<file path="src/rtl/ldc_pkg.sv">
// Shared types, constants and state encodings for the divergence curve block.
package ldc_pkg;

  localparam int SAMPLES  = 1024;
  localparam int AW       = 10;
  localparam int CW       = 11;
  localparam int SW       = 16;
  localparam int MAX_DIM  = 8;
  localparam int DIST_W   = 36;
  localparam int LN_W     = 20;
  localparam int ACC_W    = 30;
  localparam int CFG_W    = 8;

  localparam logic [29:0] LN2_Q30  = 30'd744261118;
  localparam logic [12:0] RECIP10  = 13'd6554;
  localparam logic [19:0] MEAN_MAX = 20'hFFFFF;

  localparam logic       OP_LOAD = 1'b0;
  localparam logic       OP_READ = 1'b1;
  localparam logic       CFG_LAG = 1'b0;
  localparam logic       CFG_DIM = 1'b1;
  localparam logic [1:0] ST_DONE = 2'd0;
  localparam logic [1:0] ST_ROW  = 2'd1;
  localparam logic [1:0] ST_ERR  = 2'd2;

  typedef struct packed {
    logic                 op;
    logic signed [SW-1:0] sample;
    logic                 last_sample;
    logic [AW-1:0]        row_select;
  } in_req_t;

  typedef struct packed {
    logic [1:0]      status;
    logic [CW-1:0]   vector_count;
    logic [CW-1:0]   row_number;
    logic [AW-1:0]   neighbour_index;
    logic [LN_W-1:0] mean_log_divergence;
  } out_rsp_t;

  typedef enum logic [4:0] {
    S_IDLE, S_READ, S_SETUP, S_CHECK, S_FAIL,
    S_NN_ROW, S_NN_J, S_NA, S_NS, S_NC, S_NN_CMP, S_NN_WR,
    S_DV_ROW, S_DV_NB, S_DV_K, S_VA, S_VS, S_VC, S_DV_CHK, S_DV_LOG, S_DV_UPD,
    S_MN_RD, S_MN_DIV, S_MN_WAIT, S_DONE
  } state_t;

  typedef enum logic [2:0] {
    LG_IDLE, LG_NORM, LG_SQ, LG_MUL1, LG_MUL2
  } lg_state_t;

  typedef struct packed {
    logic ld_sample;
    logic setup;
    logic phase_dv;
    logic i_clr;
    logic i_inc;
    logic j_clr;
    logic j_inc;
    logic d_clr;
    logic d_acc;
    logic nn_take;
    logic nn_wr;
    logic dv_nb;
    logic k_step;
    logic log_go;
    logic acc_upd;
    logic mn_init;
    logic mn_next;
    logic div_go;
    logic div_wr0;
    logic div_wr;
    logic fin_ok;
    logic fin_bad;
    logic rsp_done;
    logic rsp_fail;
    logic rsp_row;
  } cmd_t;

  typedef struct packed {
    logic few;
    logic j_end;
    logic excl;
    logic dim_last;
    logic better;
    logic i_last;
    logic pair_ok;
    logic dist_zero;
    logic log_done;
    logic cnt_zero;
    logic k_last;
    logic div_done;
  } sts_t;

endpackage

</file>
<file path="src/rtl/ldc_ctrl.sv">
// Sequencer for load, neighbour search, divergence tracking, mean and readback.
module ldc_ctrl (
  input  logic              clk,
  input  logic              rst_n,
  input  logic              start,
  input  logic              op,
  input  logic              last_sample,
  input  ldc_pkg::sts_t     sts,
  output ldc_pkg::cmd_t     cmd,
  output logic              busy,
  output logic              out_valid
);

  ldc_pkg::state_t state_r, state_nxt;

  always_ff @(posedge clk) begin
    if (!rst_n) begin
      state_r <= ldc_pkg::S_IDLE;
    end else begin
      state_r <= state_nxt;
    end
  end

  always_comb begin
    state_nxt = state_r;
    case (state_r)
      ldc_pkg::S_IDLE: begin
        if (start && op == ldc_pkg::OP_READ) state_nxt = ldc_pkg::S_READ;
        else if (start && last_sample) state_nxt = ldc_pkg::S_SETUP;
      end
      ldc_pkg::S_READ:   state_nxt = ldc_pkg::S_IDLE;
      ldc_pkg::S_SETUP:  state_nxt = ldc_pkg::S_CHECK;
      ldc_pkg::S_CHECK:  state_nxt = sts.few ? ldc_pkg::S_FAIL : ldc_pkg::S_NN_ROW;
      ldc_pkg::S_FAIL:   state_nxt = ldc_pkg::S_IDLE;
      ldc_pkg::S_NN_ROW: state_nxt = ldc_pkg::S_NN_J;
      ldc_pkg::S_NN_J: begin
        if (sts.j_end) state_nxt = ldc_pkg::S_NN_WR;
        else if (!sts.excl) state_nxt = ldc_pkg::S_NA;
      end
      ldc_pkg::S_NA:     state_nxt = ldc_pkg::S_NS;
      ldc_pkg::S_NS:     state_nxt = ldc_pkg::S_NC;
      ldc_pkg::S_NC:     state_nxt = sts.dim_last ? ldc_pkg::S_NN_CMP : ldc_pkg::S_NA;
      ldc_pkg::S_NN_CMP: state_nxt = ldc_pkg::S_NN_J;
      ldc_pkg::S_NN_WR:  state_nxt = sts.i_last ? ldc_pkg::S_DV_ROW : ldc_pkg::S_NN_ROW;
      ldc_pkg::S_DV_ROW: state_nxt = sts.i_last ? ldc_pkg::S_MN_RD : ldc_pkg::S_DV_NB;
      ldc_pkg::S_DV_NB:  state_nxt = ldc_pkg::S_DV_K;
      ldc_pkg::S_DV_K:   state_nxt = sts.pair_ok ? ldc_pkg::S_VA : ldc_pkg::S_DV_ROW;
      ldc_pkg::S_VA:     state_nxt = ldc_pkg::S_VS;
      ldc_pkg::S_VS:     state_nxt = ldc_pkg::S_VC;
      ldc_pkg::S_VC:     state_nxt = sts.dim_last ? ldc_pkg::S_DV_CHK : ldc_pkg::S_VA;
      ldc_pkg::S_DV_CHK: state_nxt = sts.dist_zero ? ldc_pkg::S_DV_K : ldc_pkg::S_DV_LOG;
      ldc_pkg::S_DV_LOG: if (sts.log_done) state_nxt = ldc_pkg::S_DV_UPD;
      ldc_pkg::S_DV_UPD: state_nxt = ldc_pkg::S_DV_K;
      ldc_pkg::S_MN_RD:  state_nxt = ldc_pkg::S_MN_DIV;
      ldc_pkg::S_MN_DIV: begin
        if (!sts.cnt_zero) state_nxt = ldc_pkg::S_MN_WAIT;
        else state_nxt = sts.k_last ? ldc_pkg::S_DONE : ldc_pkg::S_MN_RD;
      end
      ldc_pkg::S_MN_WAIT: begin
        if (sts.div_done) state_nxt = sts.k_last ? ldc_pkg::S_DONE : ldc_pkg::S_MN_RD;
      end
      ldc_pkg::S_DONE:   state_nxt = ldc_pkg::S_IDLE;
      default:           state_nxt = ldc_pkg::S_IDLE;
    endcase
  end

  always_comb begin
    cmd = '0;
    case (state_r)
      ldc_pkg::S_IDLE:   cmd.ld_sample = start && op == ldc_pkg::OP_LOAD;
      ldc_pkg::S_READ:   cmd.rsp_row = 1'b1;
      ldc_pkg::S_SETUP:  cmd.setup = 1'b1;
      ldc_pkg::S_CHECK:  cmd.i_clr = 1'b1;
      ldc_pkg::S_FAIL: begin
        cmd.rsp_fail = 1'b1;
        cmd.fin_bad  = 1'b1;
      end
      ldc_pkg::S_NN_ROW: cmd.j_clr = 1'b1;
      ldc_pkg::S_NN_J: begin
        cmd.j_inc = !sts.j_end && sts.excl;
        cmd.d_clr = !sts.j_end && !sts.excl;
      end
      ldc_pkg::S_NC:     cmd.d_acc = 1'b1;
      ldc_pkg::S_NN_CMP: begin
        cmd.nn_take = sts.better;
        cmd.j_inc   = 1'b1;
      end
      ldc_pkg::S_NN_WR: begin
        cmd.nn_wr = 1'b1;
        cmd.i_clr = sts.i_last;
        cmd.i_inc = !sts.i_last;
      end
      ldc_pkg::S_DV_ROW: begin
        cmd.phase_dv = 1'b1;
        cmd.mn_init  = sts.i_last;
      end
      ldc_pkg::S_DV_NB: begin
        cmd.phase_dv = 1'b1;
        cmd.dv_nb    = 1'b1;
      end
      ldc_pkg::S_DV_K: begin
        cmd.phase_dv = 1'b1;
        cmd.d_clr    = sts.pair_ok;
        cmd.i_inc    = !sts.pair_ok;
      end
      ldc_pkg::S_VA, ldc_pkg::S_VS: cmd.phase_dv = 1'b1;
      ldc_pkg::S_VC: begin
        cmd.phase_dv = 1'b1;
        cmd.d_acc    = 1'b1;
      end
      ldc_pkg::S_DV_CHK: begin
        cmd.phase_dv = 1'b1;
        cmd.k_step   = sts.dist_zero;
        cmd.log_go   = !sts.dist_zero;
      end
      ldc_pkg::S_DV_LOG: cmd.phase_dv = 1'b1;
      ldc_pkg::S_DV_UPD: begin
        cmd.phase_dv = 1'b1;
        cmd.acc_upd  = 1'b1;
        cmd.k_step   = 1'b1;
      end
      ldc_pkg::S_MN_DIV: begin
        cmd.div_go  = !sts.cnt_zero;
        cmd.div_wr0 = sts.cnt_zero;
        cmd.mn_next = sts.cnt_zero && !sts.k_last;
      end
      ldc_pkg::S_MN_WAIT: begin
        cmd.div_wr  = sts.div_done;
        cmd.mn_next = sts.div_done && !sts.k_last;
      end
      ldc_pkg::S_DONE: begin
        cmd.rsp_done = 1'b1;
        cmd.fin_ok   = 1'b1;
      end
      default: ;
    endcase
  end

  assign busy      = (state_r != ldc_pkg::S_IDLE);
  assign out_valid = cmd.rsp_done || cmd.rsp_fail || cmd.rsp_row;

endmodule

</file>
<file path="config.mk">
export PLATFORM = sky130hd
export DESIGN_NAME = ldc_ctrl
export DESIGN_NICKNAME = d
export VERILOG_FILES = /design/src/rtl/ldc_pkg.sv /design/src/rtl/ldc_ctrl.sv
export SDC_FILE = /design/constraint.sdc
export NUM_CORES = 1
export LEC_CHECK = 0
export BUFFER_PORTS_ARGS = -buffer_cell sky130_fd_sc_hd__buf_2
export CORE_ASPECT_RATIO = 1.75
export CORE_UTILIZATION = 35
export DETAILED_ROUTE_END_ITERATION = 6
export GPL_TIMING_DRIVEN = 0
export SYNTH_ARGS = -nofsm -noshare
export SYNTH_HDL_FRONTEND = slang
export SYNTH_SLANG_ARGS = --single-unit
</file>
<file path="constraint.sdc">
create_clock -name clk -period 4.5 [get_ports clk]
set_input_delay 1.125 -clock clk [delete_from_list [all_inputs] [get_ports clk]]
set_output_delay 1.125 -clock clk [all_outputs]
set_load 0.02 [all_outputs]
</file>
After elaboration in Yosys (flattened, before gate mapping)

Cells that the tools add are included.

Output and inout bits: 27
Bits of input ports: 17
Flip-flop bits (word level): 5
Word-level logic and storage cells: 91

Equality and inequality tests: 28
Bitwise logic cells: 1
Mux-type cells: 38
Reductions and logical operators: 23

Operators with widths:

| cell                                                             | number |
|---|---|
| 5-bit one-hot mux with 20 select lines                           | 1 |
| 5-bit == test (second input constant)                            | 9 |
| 5-bit 2-to-1 mux                                                 | 9 |
| 5-bit by 4-bit == test with 1-bit output (second input constant) | 8 |
| 5-bit by 3-bit == test with 1-bit output (second input constant) | 4 |
| 1-bit 2-to-1 mux                                                 | 16 |
| 4-bit 2-to-1 mux                                                 | 4 |
| 1-bit one-hot mux with 2 select lines                            | 6 |
| 5-bit by 2-bit == test with 1-bit output (second input constant) | 2 |
| 9-bit OR reduction                                               | 1 |
| 1-bit logical AND                                                | 7 |
| 1-bit logical NOT                                                | 7 |
| 3-bit != test (second input constant)                            | 2 |
| 2-bit OR reduction                                               | 3 |
| 5-bit by 1-bit == test with 1-bit output (second input constant) | 1 |
| 5-bit logical NOT                                                | 1 |
| 5-bit nonzero test                                               | 1 |
| 2-bit 2-to-1 mux                                                 | 2 |
| 2-bit != test (second input constant)                            | 2 |
| 4-bit AND reduction                                              | 1 |
| 1-bit logical OR                                                 | 2 |
| 1-bit inverter                                                   | 1 |

Longest topological paths before layout

Gate-level depths: netlist of the first run.

Depth in word-level cells: 4
Mapped depth: 7

Worst setup path after synthesis of the first run

OpenSTA, ideal clock, no wires.

Kind: input port to output port
Start point: input sts[6] (netlist bit)
End point: output cmd[21] (netlist bit)
Stages: 2
Setup slack: 1.081 ns
Data arrival time: 2.294 ns
Required time: 3.375 ns
Cells stage by stage: inv_1 > a2111oi_0

RTL lines:

| item               | RTL line      | text |
|---|---|---|
| start: declaration | ldc_ctrl.sv:8 | `input ldc_pkg::sts_t sts,` |
| end: declaration   | ldc_ctrl.sv:9 | `output ldc_pkg::cmd_t cmd,` |

==> metrics.log, run 1 <==
INFO  metric worst_skew_pair.late_latency = about 0.22 ns
INFO  metric drcViolationCount = 0
INFO  metric criticalPathCategory = reg2out
INFO  metric r2r_cells = 6
INFO  metric vdd_ir_drop_max = about 0.00019 V
INFO  metric ys_seq_area_share = about a tenth
INFO  metric synth_top_family_by_area = simple AND/OR/NAND/NOR gates
INFO  metric setup-violations-final = 0
INFO  metric postSynthRegisterBits = 5
INFO  metric area_delta_synth_final = 31.2%
INFO  metric die_h = 70.5 um
INFO  metric n_fill_cell = a little under 300
INFO  metric seq_area = 100 um2
INFO  metric synth.area.mux_share = around 2.1%
INFO  metric unrepaired_setup_endpoints_after_global_routing = false
INFO  metric critical_path.endpoint_type = output port
INFO  metric synth-edff-count = 0
INFO  metric placementRows = 24
INFO  metric crit_path_start_kind = flip-flop
INFO  metric tritoncts.num_buffers = 3
INFO  metric flip_flop_count_of_the_largest_register_all_copies_and_words_added = 5
INFO  metric via_count = 1339
INFO  metric io_buffers = 43
INFO  metric globalRoute.totalOverflow = 0
INFO  metric dp_slack = between 1 and 1.5 ns
INFO  metric buffer_depth_of_the_longest_clock_path = 2
INFO  metric syn-mean-instance-area = around 6.1 um2
INFO  metric asyncSetResetFlopFracSynth = 0%
INFO  metric worst_ep_arrival_time = 2.10 ns
INFO  metric cpPeakStageDelay = approximately 0.43 ns
INFO  metric synth_top_flop_cell = dfxtp_1
INFO  metric ys_warn_count = 0
INFO  metric xor_xnor_cell_area_share_of_the_yosys_netlist = about 1.9%
INFO  metric routabilityCongestion = between 0.9 and 1
INFO  metric place.detailed.hpwl = about 2.8 mm
INFO  metric cts_hold_buffers = 0
INFO  metric detailedRoute.firstIterationViolations = 63
INFO  metric firstDrtPassIters = 5
INFO  metric worstHoldPathCells = 4
INFO  metric post_synth_num_cell_types = 38
INFO  metric max_cap_violations = 0
INFO  metric initial_antenna_violation_count = 0
INFO  metric die-area = roughly 2900 um2
INFO  metric antennaDiodeCount = 0
INFO  metric final-hold-violation-count = 0
INFO  metric grtUsageTotal = 26.4%
INFO  metric top_regs = state_r (5)
INFO  metric synthAdderAreaFrac = 0%
INFO  metric clk_transition_reported_paths = around 0.03 ns
INFO  metric placeableCoreArea = approximately 2500 um2
INFO  metric post_drt_wl_per_cell = between 15 and 20 um
INFO  metric clock_tree.htree_level_count = 1
INFO  metric clock_tree_root_buffer_cell = clkbuf_8
INFO  metric drive_gt1_share = between 20% and 30%
INFO  metric pin_count_of_the_biggest_net_entering_global_routing = 11
INFO  metric clock_sink_count = 5
INFO  metric fmaxAchievable = 310 MHz
INFO  metric max_slew.worst_pin.slew = ~0.91 ns
INFO  metric critPathMaxFanout = 10
INFO  metric worst_slack = roughly 1.3 ns
INFO  metric viasPerCell = 5.90
INFO  metric worst_path_max_delay_cell = buf_1
INFO  metric first_global_vias = 1126
INFO  metric hold_class = reg2reg
INFO  metric routed_wirelength = 3.64 mm
INFO  metric timing.reg2reg.setup_slack = roughly 2.4 ns
INFO  metric syn-instance-count = around 150
INFO  metric cp_cell_sequence = buf_2, buf_1, clkbuf_1, o21ai_0, nand2_1, nand2_1, buf_2
INFO  metric fin_setup_tns = 0 ns
INFO  metric run_status = complete, no violations
INFO  metric fin_hold_ws = 0.740 ns
INFO  metric pwr_density_cell = 246 nW/um2
INFO  metric grt_pass1_wl = roughly 5.3 mm
INFO  metric postCtsSetupRepairBufs = 0
INFO  metric multiInputGateArea = between 700 and 800 um2
INFO  metric syn-num-nets = 171
INFO  metric fp.dieW = 41.1 um
INFO  metric final.min_clock_period = 3.22 ns
INFO  metric worst_path_required = roughly 3.4 ns
INFO  metric start_util = between 30 and 40%
INFO  metric fin_skew = between 0.0004 and 0.0005 ns
INFO  metric clock_tree_from_tritoncts = done
INFO  metric static_leak = around 0.00059 uW
INFO  metric ios = 44
INFO  metric finalMaxSlewViolations = 0
INFO  metric synth_compound_area_share = a little over a quarter
INFO  metric synth_simple_gate_area_share = a little under half
INFO  metric register_with_the_most_flip_flops = state_r
INFO  metric timing.final.crit_share = ~70%
INFO  metric maxSlewHeadroom = about 38%
INFO  metric cts.repair.resized = 0
INFO  metric final_ant_viol_nets = 0
INFO  metric netlist_area = ~940 um2
INFO  metric nNetsFinal = 219
[cell usage after synthesis, types with 5 or more instances]
library cell / instances / area [um2]
nor2b_1: 5 / 31.3
clkbuf_1: 5 / 18.8
inv_1: 6 / 22.5
nor3_1: 12 / 60.1
nor3b_1: 5 / 37.5
nand2b_1: 8 / 50.1
nand2_1: 20 / 75.1
a21oi_1: 10 / 50.1
o21ai_0: 7 / 35.0
buf_2: 7 / 35.0
a2111oi_0: 6 / 52.6
nor2_1: 19 / 71.3
dfxtp_1: 5 / 100
[path summary, 6_finish.rpt]
check	from	endpoint
max	state_r[0]$_SDFFE_PN0P_	cmd[22]
min	state_r[2]$_SDFFE_PN0P_	state_r[0]$_SDFFE_PN0P_
max reg2reg	state_r[3]$_SDFFE_PN0P_	state_r[2]$_SDFFE_PN0P_
min reg2reg	state_r[2]$_SDFFE_PN0P_	state_r[0]$_SDFFE_PN0P_
[per-layer routing]
metal	vias to the layer above	share of wire (%)	global-route usage, %
met5	-	0	0
met4	0	3.1	11.5
met3	11	7.1	3.81
met2	65	51	44.4
met1	613	39	30.1
li1	650	-	-
[critical path: cells and delay by family (launching register included)]
family / cells / cell delay (ns)
AO/OA/AOI/OAI: 1 / 0.16
AND/OR/NAND/NOR: 2 / 0.13
buffers and inverters: 4 / 1.23
flip-flops: 1 / 0.35
[stage by stage]
| stage | std cells | instance area [um2] | power (uW) | util, % |
|---|---|---|---|---|
| after floorplan | 154 | 937 | 165 | - |
| after global placement | 223 | 1180 | 215 | 47.0 |
| after detailed placement | 223 | 1180 | 215 | 47.0 |
| after CTS | 227 | 1230 | 301 | 48.8 |
| after global routing | 227 | 1230 | 324 | 48.8 |
| final | 227 | 1230 | 303 | 48.8 |
[cells by family after synthesis]
kind of cell | after synthesis
AND/OR/NAND/NOR | 85
multiplexers | 2
XOR/XNOR | 2
flip-flops | 5
buffers and inverters | 22
AO/OA/AOI/OAI | 38
[report_power, final]
group	internal (uW)	leakage (uW)	switching, uW
Sequential	49.0	0.0000406	2.11
Clock	60.9	0.0000228	23.4
Combinational	56.5	0.000526	111
Total	166	0.000589	136
[cell usage in the layout (no fill, tap or decap), types with 5 or more instances in the layout]
cell type	netlist	final
buf_2	7	50
nor2_1	19	19
a21oi_1	10	10
o21ai_0	7	7
nand2_1	20	20
inv_1	6	6
a2111oi_0	6	6
clkbuf_1	5	6
nor3b_1	5	5
nor2b_1	5	5
nand2b_1	8	8
dfxtp_1	5	5
nor3_1	12	12
[layout make-up]
type / instances / area share, %
Clock buffer: 4 / 3.66
Timing Repair Buffer: 43 / 17.5
Tap cell: 26 / 2.64
Sequential cell: 5 / 8.14
Inverter: 6 / 1.83
Buffer: 16 / 6.82
Multi-Input combinational cell: 127 / 59.4
Note: power is estimated with default switching activity, not from simulation.
==> run 2, diff against run 1 <==
- ABC_AREA: unset -> 1
- PLACE_DENSITY: unset -> 0.67
- clock period: 4.5 -> 2.8 ns (I/O delays scaled with it)
==> metrics.log, run 2 <==
INFO  metric fin_skew = approximately 0.0013 ns
INFO  metric netlist_area = approximately 860 um2
INFO  metric critPathMaxFanout = 8
INFO  metric post-synth-top-count-cell = nand2_1
INFO  metric asyncSetResetFlopFracSynth = 0%
INFO  metric multiInputGateArea = around 610 um2
INFO  metric vdd_ir_drop_max = between 0.0002 and 0.00025 V
INFO  metric seq_area = roughly 100 um2
INFO  metric worstHoldPathCells = 2
INFO  metric hold_class = reg2reg
INFO  metric clock_tree.htree_level_count = 1
INFO  metric power.share.switching = approximately a third
INFO  metric max_slew.worst_pin.slew = between 0.5 and 0.6 ns
INFO  metric worst_path_required = approximately 2.1 ns
INFO  metric worst_skew_pair.late_latency = about 0.22 ns
INFO  metric routabilityCongestion = 0.893
INFO  metric final_ant_viol_nets = 0
INFO  metric p_int = between 200 and 250 uW
INFO  metric fp.dieW = just under 40 um
INFO  metric fin_setup_tns = 0 ns
INFO  metric placementRows = 23
INFO  metric synth-edff-count = 0
INFO  metric drive_gt1_share = 22.6%
INFO  metric timing.final.crit_share = 90.1%
INFO  metric syn-instance-count = 179
INFO  metric first_global_vias = between 1000 and 1500
INFO  metric post_drt_wl_per_cell = 11.2 um
INFO  metric dpl.cell_count = 247
INFO  metric static_leak = around 0.00081 uW
INFO  metric combPwrFrac = around 35%
INFO  metric postSynthRegisterBits = 5
INFO  metric criticalPathCategory = reg2out
INFO  metric place.detailed.hpwl = approximately 2.4 mm
INFO  metric ys_warn_count = 0
INFO  metric synth_top_area_share = 20.6%
INFO  metric cp_cell_sequence = inv_1, nor2_1, nand3_1, nand2_1, nor3_1, nand4_1, buf_2
INFO  metric final-hold-violation-count = 0
INFO  metric finalMaxSlewViolations = 0
INFO  metric final_common_cell = nand2_1
INFO  metric power.net_switching = around 110 uW
INFO  metric seq_power_share = between 20 and 30%
INFO  metric nNetsFinal = between 200 and 250
INFO  metric start_util = approximately 37%
INFO  metric syn-mean-instance-area = between 4 and 5 um2
INFO  metric maxSlewHeadroom = 63.4%
INFO  metric critical_path.endpoint_type = output port
INFO  metric n_fill_cell = 290
INFO  metric clock_sink_count = 5
INFO  metric buffer_depth_of_the_longest_clock_path = 2
INFO  metric pwr_density_cell = around 280 nW/um2
INFO  metric total_power = ~330 uW
INFO  metric post_layout_nonfiller_instances = 251
INFO  metric final.min_clock_period = 2.52 ns
INFO  metric drcViolationCount = 0
INFO  metric fin_util = about half
INFO  metric clk_transition_reported_paths = around 0.030 ns
INFO  metric placeableCoreArea = 2300 um2
INFO  metric antennaDiodeCount = 0
INFO  metric flip_flop_count_of_the_largest_register_all_copies_and_words_added = 5
INFO  metric fin_hold_ws = 0.560 ns
INFO  metric area_delta_synth_final = 34.0%
INFO  metric crit_path_start_kind = flip-flop
INFO  metric layout_common_cells = nand2_1, buf_2, nor2_1
INFO  metric run_status = complete, no violations
INFO  metric viasPerCell = between 5 and 6
INFO  metric tritoncts.num_buffers = 3
INFO  metric cts.repair.resized = 0
INFO  metric netlist_top_cells_count = nand2_1, nor2_1, inv_1, nand3_1, nor3_1
INFO  metric die-area = around 2700 um2
INFO  metric ios = between 40 and 50
INFO  metric ys_top_cells_by_area = nand2_1, nor2_1, inv_1
INFO  metric io_buffers = between 40 and 50
INFO  metric cpPeakStageDelay = 0.43 ns
INFO  metric globalRoute.totalOverflow = 0
INFO  metric firstDrtPassIters = 4
INFO  metric detailedRoute.firstIterationViolations = 36
INFO  metric setup-violations-final = 0
INFO  metric synth.largest_area_cell = nand2_1
INFO  metric ys_seq_area_share = around an eighth
INFO  metric pin_count_of_the_biggest_net_entering_global_routing = 11
INFO  metric top_regs = state_r (5)
INFO  metric grtUsageTotal = between 20 and 25%
INFO  metric worst_ep_arrival_time = roughly 1.8 ns
INFO  metric initial_antenna_violation_count = 0
INFO  metric routed_wirelength = roughly 2.8 mm
INFO  metric unrepaired_setup_endpoints_after_global_routing = false
INFO  metric grt_pass1_wl = 4.25 mm
INFO  metric syn-num-nets = between 150 and 200
INFO  metric clock_tree_root_buffer_cell = clkbuf_8
INFO  metric max_cap_violations = 0
INFO  metric die_h = 67.5 um
INFO  metric register_with_the_most_flip_flops = state_r
INFO  metric postCtsSetupRepairBufs = 0
INFO  metric worst_path_max_delay_cell = nor2_1
INFO  metric fmaxAchievable = 397 MHz
INFO  metric clock_power_share = roughly two fifths
INFO  metric clock_tree_from_tritoncts = done
INFO  metric synth_top_flop_cell = dfxtp_1
INFO  metric post_synth_num_cell_types = 20
INFO  metric r2r_cells = 8
INFO  metric cts_hold_buffers = 0
INFO  metric via_count = between 1000 and 1500
run 2: cell count changes in the layout (fill, tap and decap cells not counted), moves of 6 or more:
cell       previous run  this run
inv_1                 6        34
nand2_1              20        47
nand3_1               3        25
nor2_1               19        35
nand2b_1              8         0
a2111oi_0             6         0
buf_2                50        44
run 2: final timing paths:
path	slack, ns	to	from
setup / recovery	0.28	cmd[22]	state_r[0]$_SDFFE_PN0P_
hold / removal	0.56	state_r[4]$_SDFFE_PN0P_	state_r[0]$_SDFFE_PN0P_
setup reg to reg	1.05	state_r[1]$_SDFFE_PN0P_	state_r[0]$_SDFFE_PN0P_
hold reg to reg	0.56	state_r[4]$_SDFFE_PN0P_	state_r[0]$_SDFFE_PN0P_
run 2: through the flow:
step,area (um2),setup WS [ns]
final,1150,0.278
after global routing,1150,0.130
after CTS,1150,0.306
after detailed placement,1100,0.534
after global placement,1100,0.522
after floorplan,858,0.487
run 2: routing by layer:
metal / share of wire [%] / vias up / global-route usage [%]
li1: - / 663 / -
met1: 36 / 592 / 22.7
met2: 55 / 53 / 39.5
met3: 5.0 / 15 / 1.97
met4: 4.4 / 0 / 15.5
met5: 0 / - / 0
run 2: power by group through the flow:
stage	Clock [uW]	Sequential, uW	Combinational [uW]
2_1_floorplan	0	81.3	76.7
3_3_place_gp	0	82.7	115
3_5_place_dp	0	82.6	116
4_1_cts	131	81.5	116
5_1_grt	135	82.3	128
6_report	130	81.7	116
run 2: worst max-delay path, delay by kind of cell, from the launching register on:
family	cells	cell delay, ns
and+or+nand+nor	5	0.96
buffers and inverters	2	0.26
DFF	1	0.39
run 2: layout make-up:
class                      instances  area share (%)
multi-input combinational        136            52.8
tap                               25            2.72
clock buffer                       4            3.92
buffer                             4            2.07
sequential                         5            8.71
inverter                          34            11.1
timing repair buffer              43            18.7
run 2: logic make-up (layout without fill, tap and decap cells):
kind of cell    count (synthesis)  in the layout  synth area share (%)
simple gates                  124            124                  62.7
buf+inv                        38             85                  17.6
compound gates                 12             12                  8.02
flops                           5              5                  11.7
==> run 3, diff against run 2 <==
- PLACE_DENSITY: 0.67 -> 0.65
- RECOVER_POWER: unset -> 50
==> metrics.log, run 3 (synthesis gave the netlist of run 2 again) <==
INFO  metric run_status = complete, no violations
INFO  metric die-area = ~2700 um2
INFO  metric initial_antenna_violation_count = 0
INFO  metric clock_tree_from_tritoncts = done
INFO  metric drcViolationCount = 0
INFO  metric placementRows = 23
INFO  metric r2r_cells = 7
INFO  metric fin_hold_ws = around 0.56 ns
INFO  metric maxSlewHeadroom = between 60% and 70%
INFO  metric cts.repair.resized = 0
INFO  metric clock_sink_count = 5
INFO  metric final.min_clock_period = about 2.5 ns
INFO  metric area_delta_synth_final = 31.9%
INFO  metric criticalPathCategory = reg2out
INFO  metric grt_pass1_wl = 4.60 mm
INFO  metric unrepaired_setup_endpoints_after_global_routing = false
INFO  metric ios = between 40 and 50
INFO  metric grtUsageTotal = a little under a quarter
INFO  metric worstHoldPathCells = 2
INFO  metric static_leak = roughly 0.00077 uW
INFO  metric cts_hold_buffers = 0
INFO  metric drive_gt1_share = between 15 and 20%
INFO  metric first_global_vias = between 1000 and 1500
INFO  metric clock_tree_root_buffer_cell = clkbuf_8
INFO  metric post_drt_wl_per_cell = 11.2 um
INFO  metric firstDrtPassIters = 5
INFO  metric timing.final.crit_share = 90.4%
INFO  metric max_slew.worst_pin.slew = just over 0.5 ns
INFO  metric fmaxAchievable = ~400 MHz
INFO  metric crit_path_start_kind = flip-flop
INFO  metric max_cap_violations = 0
INFO  metric place.detailed.hpwl = ~2.4 mm
INFO  metric fp.dieW = 39.4 um
INFO  metric die_h = just under 70 um
INFO  metric top_regs = state_r (5)
INFO  metric clk_transition_reported_paths = approximately 0.030 ns
INFO  metric placeableCoreArea = 2300 um2
INFO  metric pin_count_of_the_biggest_net_entering_global_routing = 11
INFO  metric postCtsSetupRepairBufs = 0
INFO  metric worst_ep_arrival_time = 1.83 ns
INFO  metric final-hold-violation-count = 0
INFO  metric globalRoute.totalOverflow = 0
INFO  metric setup-violations-final = 0
INFO  metric start_util = 37.3%
INFO  metric antennaDiodeCount = 0
INFO  metric io_buffers = 43
INFO  metric nNetsFinal = between 200 and 250
INFO  metric buffer_depth_of_the_longest_clock_path = 2
INFO  metric routed_wirelength = around 2.8 mm
INFO  metric critical_path.endpoint_type = output port
INFO  metric layout_common_cells = nand2_1, nor2_1, inv_1, buf_2, nand3_1
INFO  metric worst_path_required = about 2.1 ns
INFO  metric dpl-instance-area = 1100 um2
INFO  metric fin_skew = 0.00216 ns
INFO  metric flip_flop_count_of_the_largest_register_all_copies_and_words_added = 5
INFO  metric routabilityCongestion = slightly below 0.9
INFO  metric critPathMaxFanout = 8
INFO  metric final_ant_viol_nets = 0
INFO  metric clock_tree.htree_level_count = 1
INFO  metric final_common_cell = nand2_1
INFO  metric fin_setup_tns = 0 ns
INFO  metric vdd_ir_drop_max = between 0.0003 and 0.0004 V
INFO  metric final_area = about 1100 um2
INFO  metric detailedRoute.firstIterationViolations = slightly below 60
INFO  metric register_with_the_most_flip_flops = state_r
INFO  metric tritoncts.num_buffers = 3
INFO  metric viasPerCell = ~5.1
INFO  metric via_count = about 1300
INFO  metric finalMaxSlewViolations = 0
INFO  metric hold_class = reg2reg
INFO  metric pwr_density_cell = 291 nW/um2
INFO  metric worst_skew_pair.late_latency = 0.22 ns
-- run 3: cell count changes in the layout (fill, tap and decap cells not counted) --
cell,before,now
nor3_2,1,0
buf_2,44,34
nor3_1,7,8
clkbuf_1,2,12
-- run 3: worst max-delay path, cell delays in order, from the launching register on --
cell and delay, ns:
dfxtp_1 0.39, inv_1 0.09, nor2_1 0.41, nand3_1 0.26
nand2_1 0.14, nor3_1 0.06, nand4_1 0.08, buf_2 0.17
-- run 3: final timing paths --
path / startpoint / to / slack (ns)
max: state_r[0]$_SDFFE_PN0P_ / cmd[22] / 0.27
min: state_r[0]$_SDFFE_PN0P_ / state_r[4]$_SDFFE_PN0P_ / 0.56
max reg2reg: state_r[2]$_SDFFE_PN0P_ / state_r[0]$_SDFFE_PN0P_ / 1.05
min reg2reg: state_r[0]$_SDFFE_PN0P_ / state_r[4]$_SDFFE_PN0P_ / 0.56
-- run 3: routing by layer --
| metal | track usage, % | wire, um | part of all wire, % | vias to the layer above |
|---|---|---|---|---|
| met5 | 0 | 0 | 0 | - |
| met4 | 10.8 | 80 | 2.8 | 0 |
| met3 | 0.987 | 141 | 5.0 | 11 |
| met2 | 43.6 | 1550 | 55 | 55 |
| met1 | 26.6 | 1050 | 37 | 547 |
| li1 | - | - | - | 658 |
-- run 3: final cells by class --
class                      instances  area [um2]
sequential                         5         100
clock buffer                       4        45.0
inverter                          34         128
tap                               25        31.3
multi-input combinational        136         602
fill                             288        1170
timing repair buffer              43         204
buffer                             4        22.5
-- run 3: power breakdown --
part / internal (uW) / switching, uW
Clock: 97.8 / 35.9
Sequential: 75.9 / 5.86
Combinational: 37.3 / 76.7
-- run 3: stage by stage --
step                std cells  power (uW)  worst slack (ns)  utilization [%]
finish                    251         329             0.268             49.2
global route              251         346            0.0501             49.2
CTS                       251         330             0.290             49.9
detailed placement        247         198             0.520             48.0
global placement          247         199             0.479             48.0
floorplan                 179         158             0.487                -
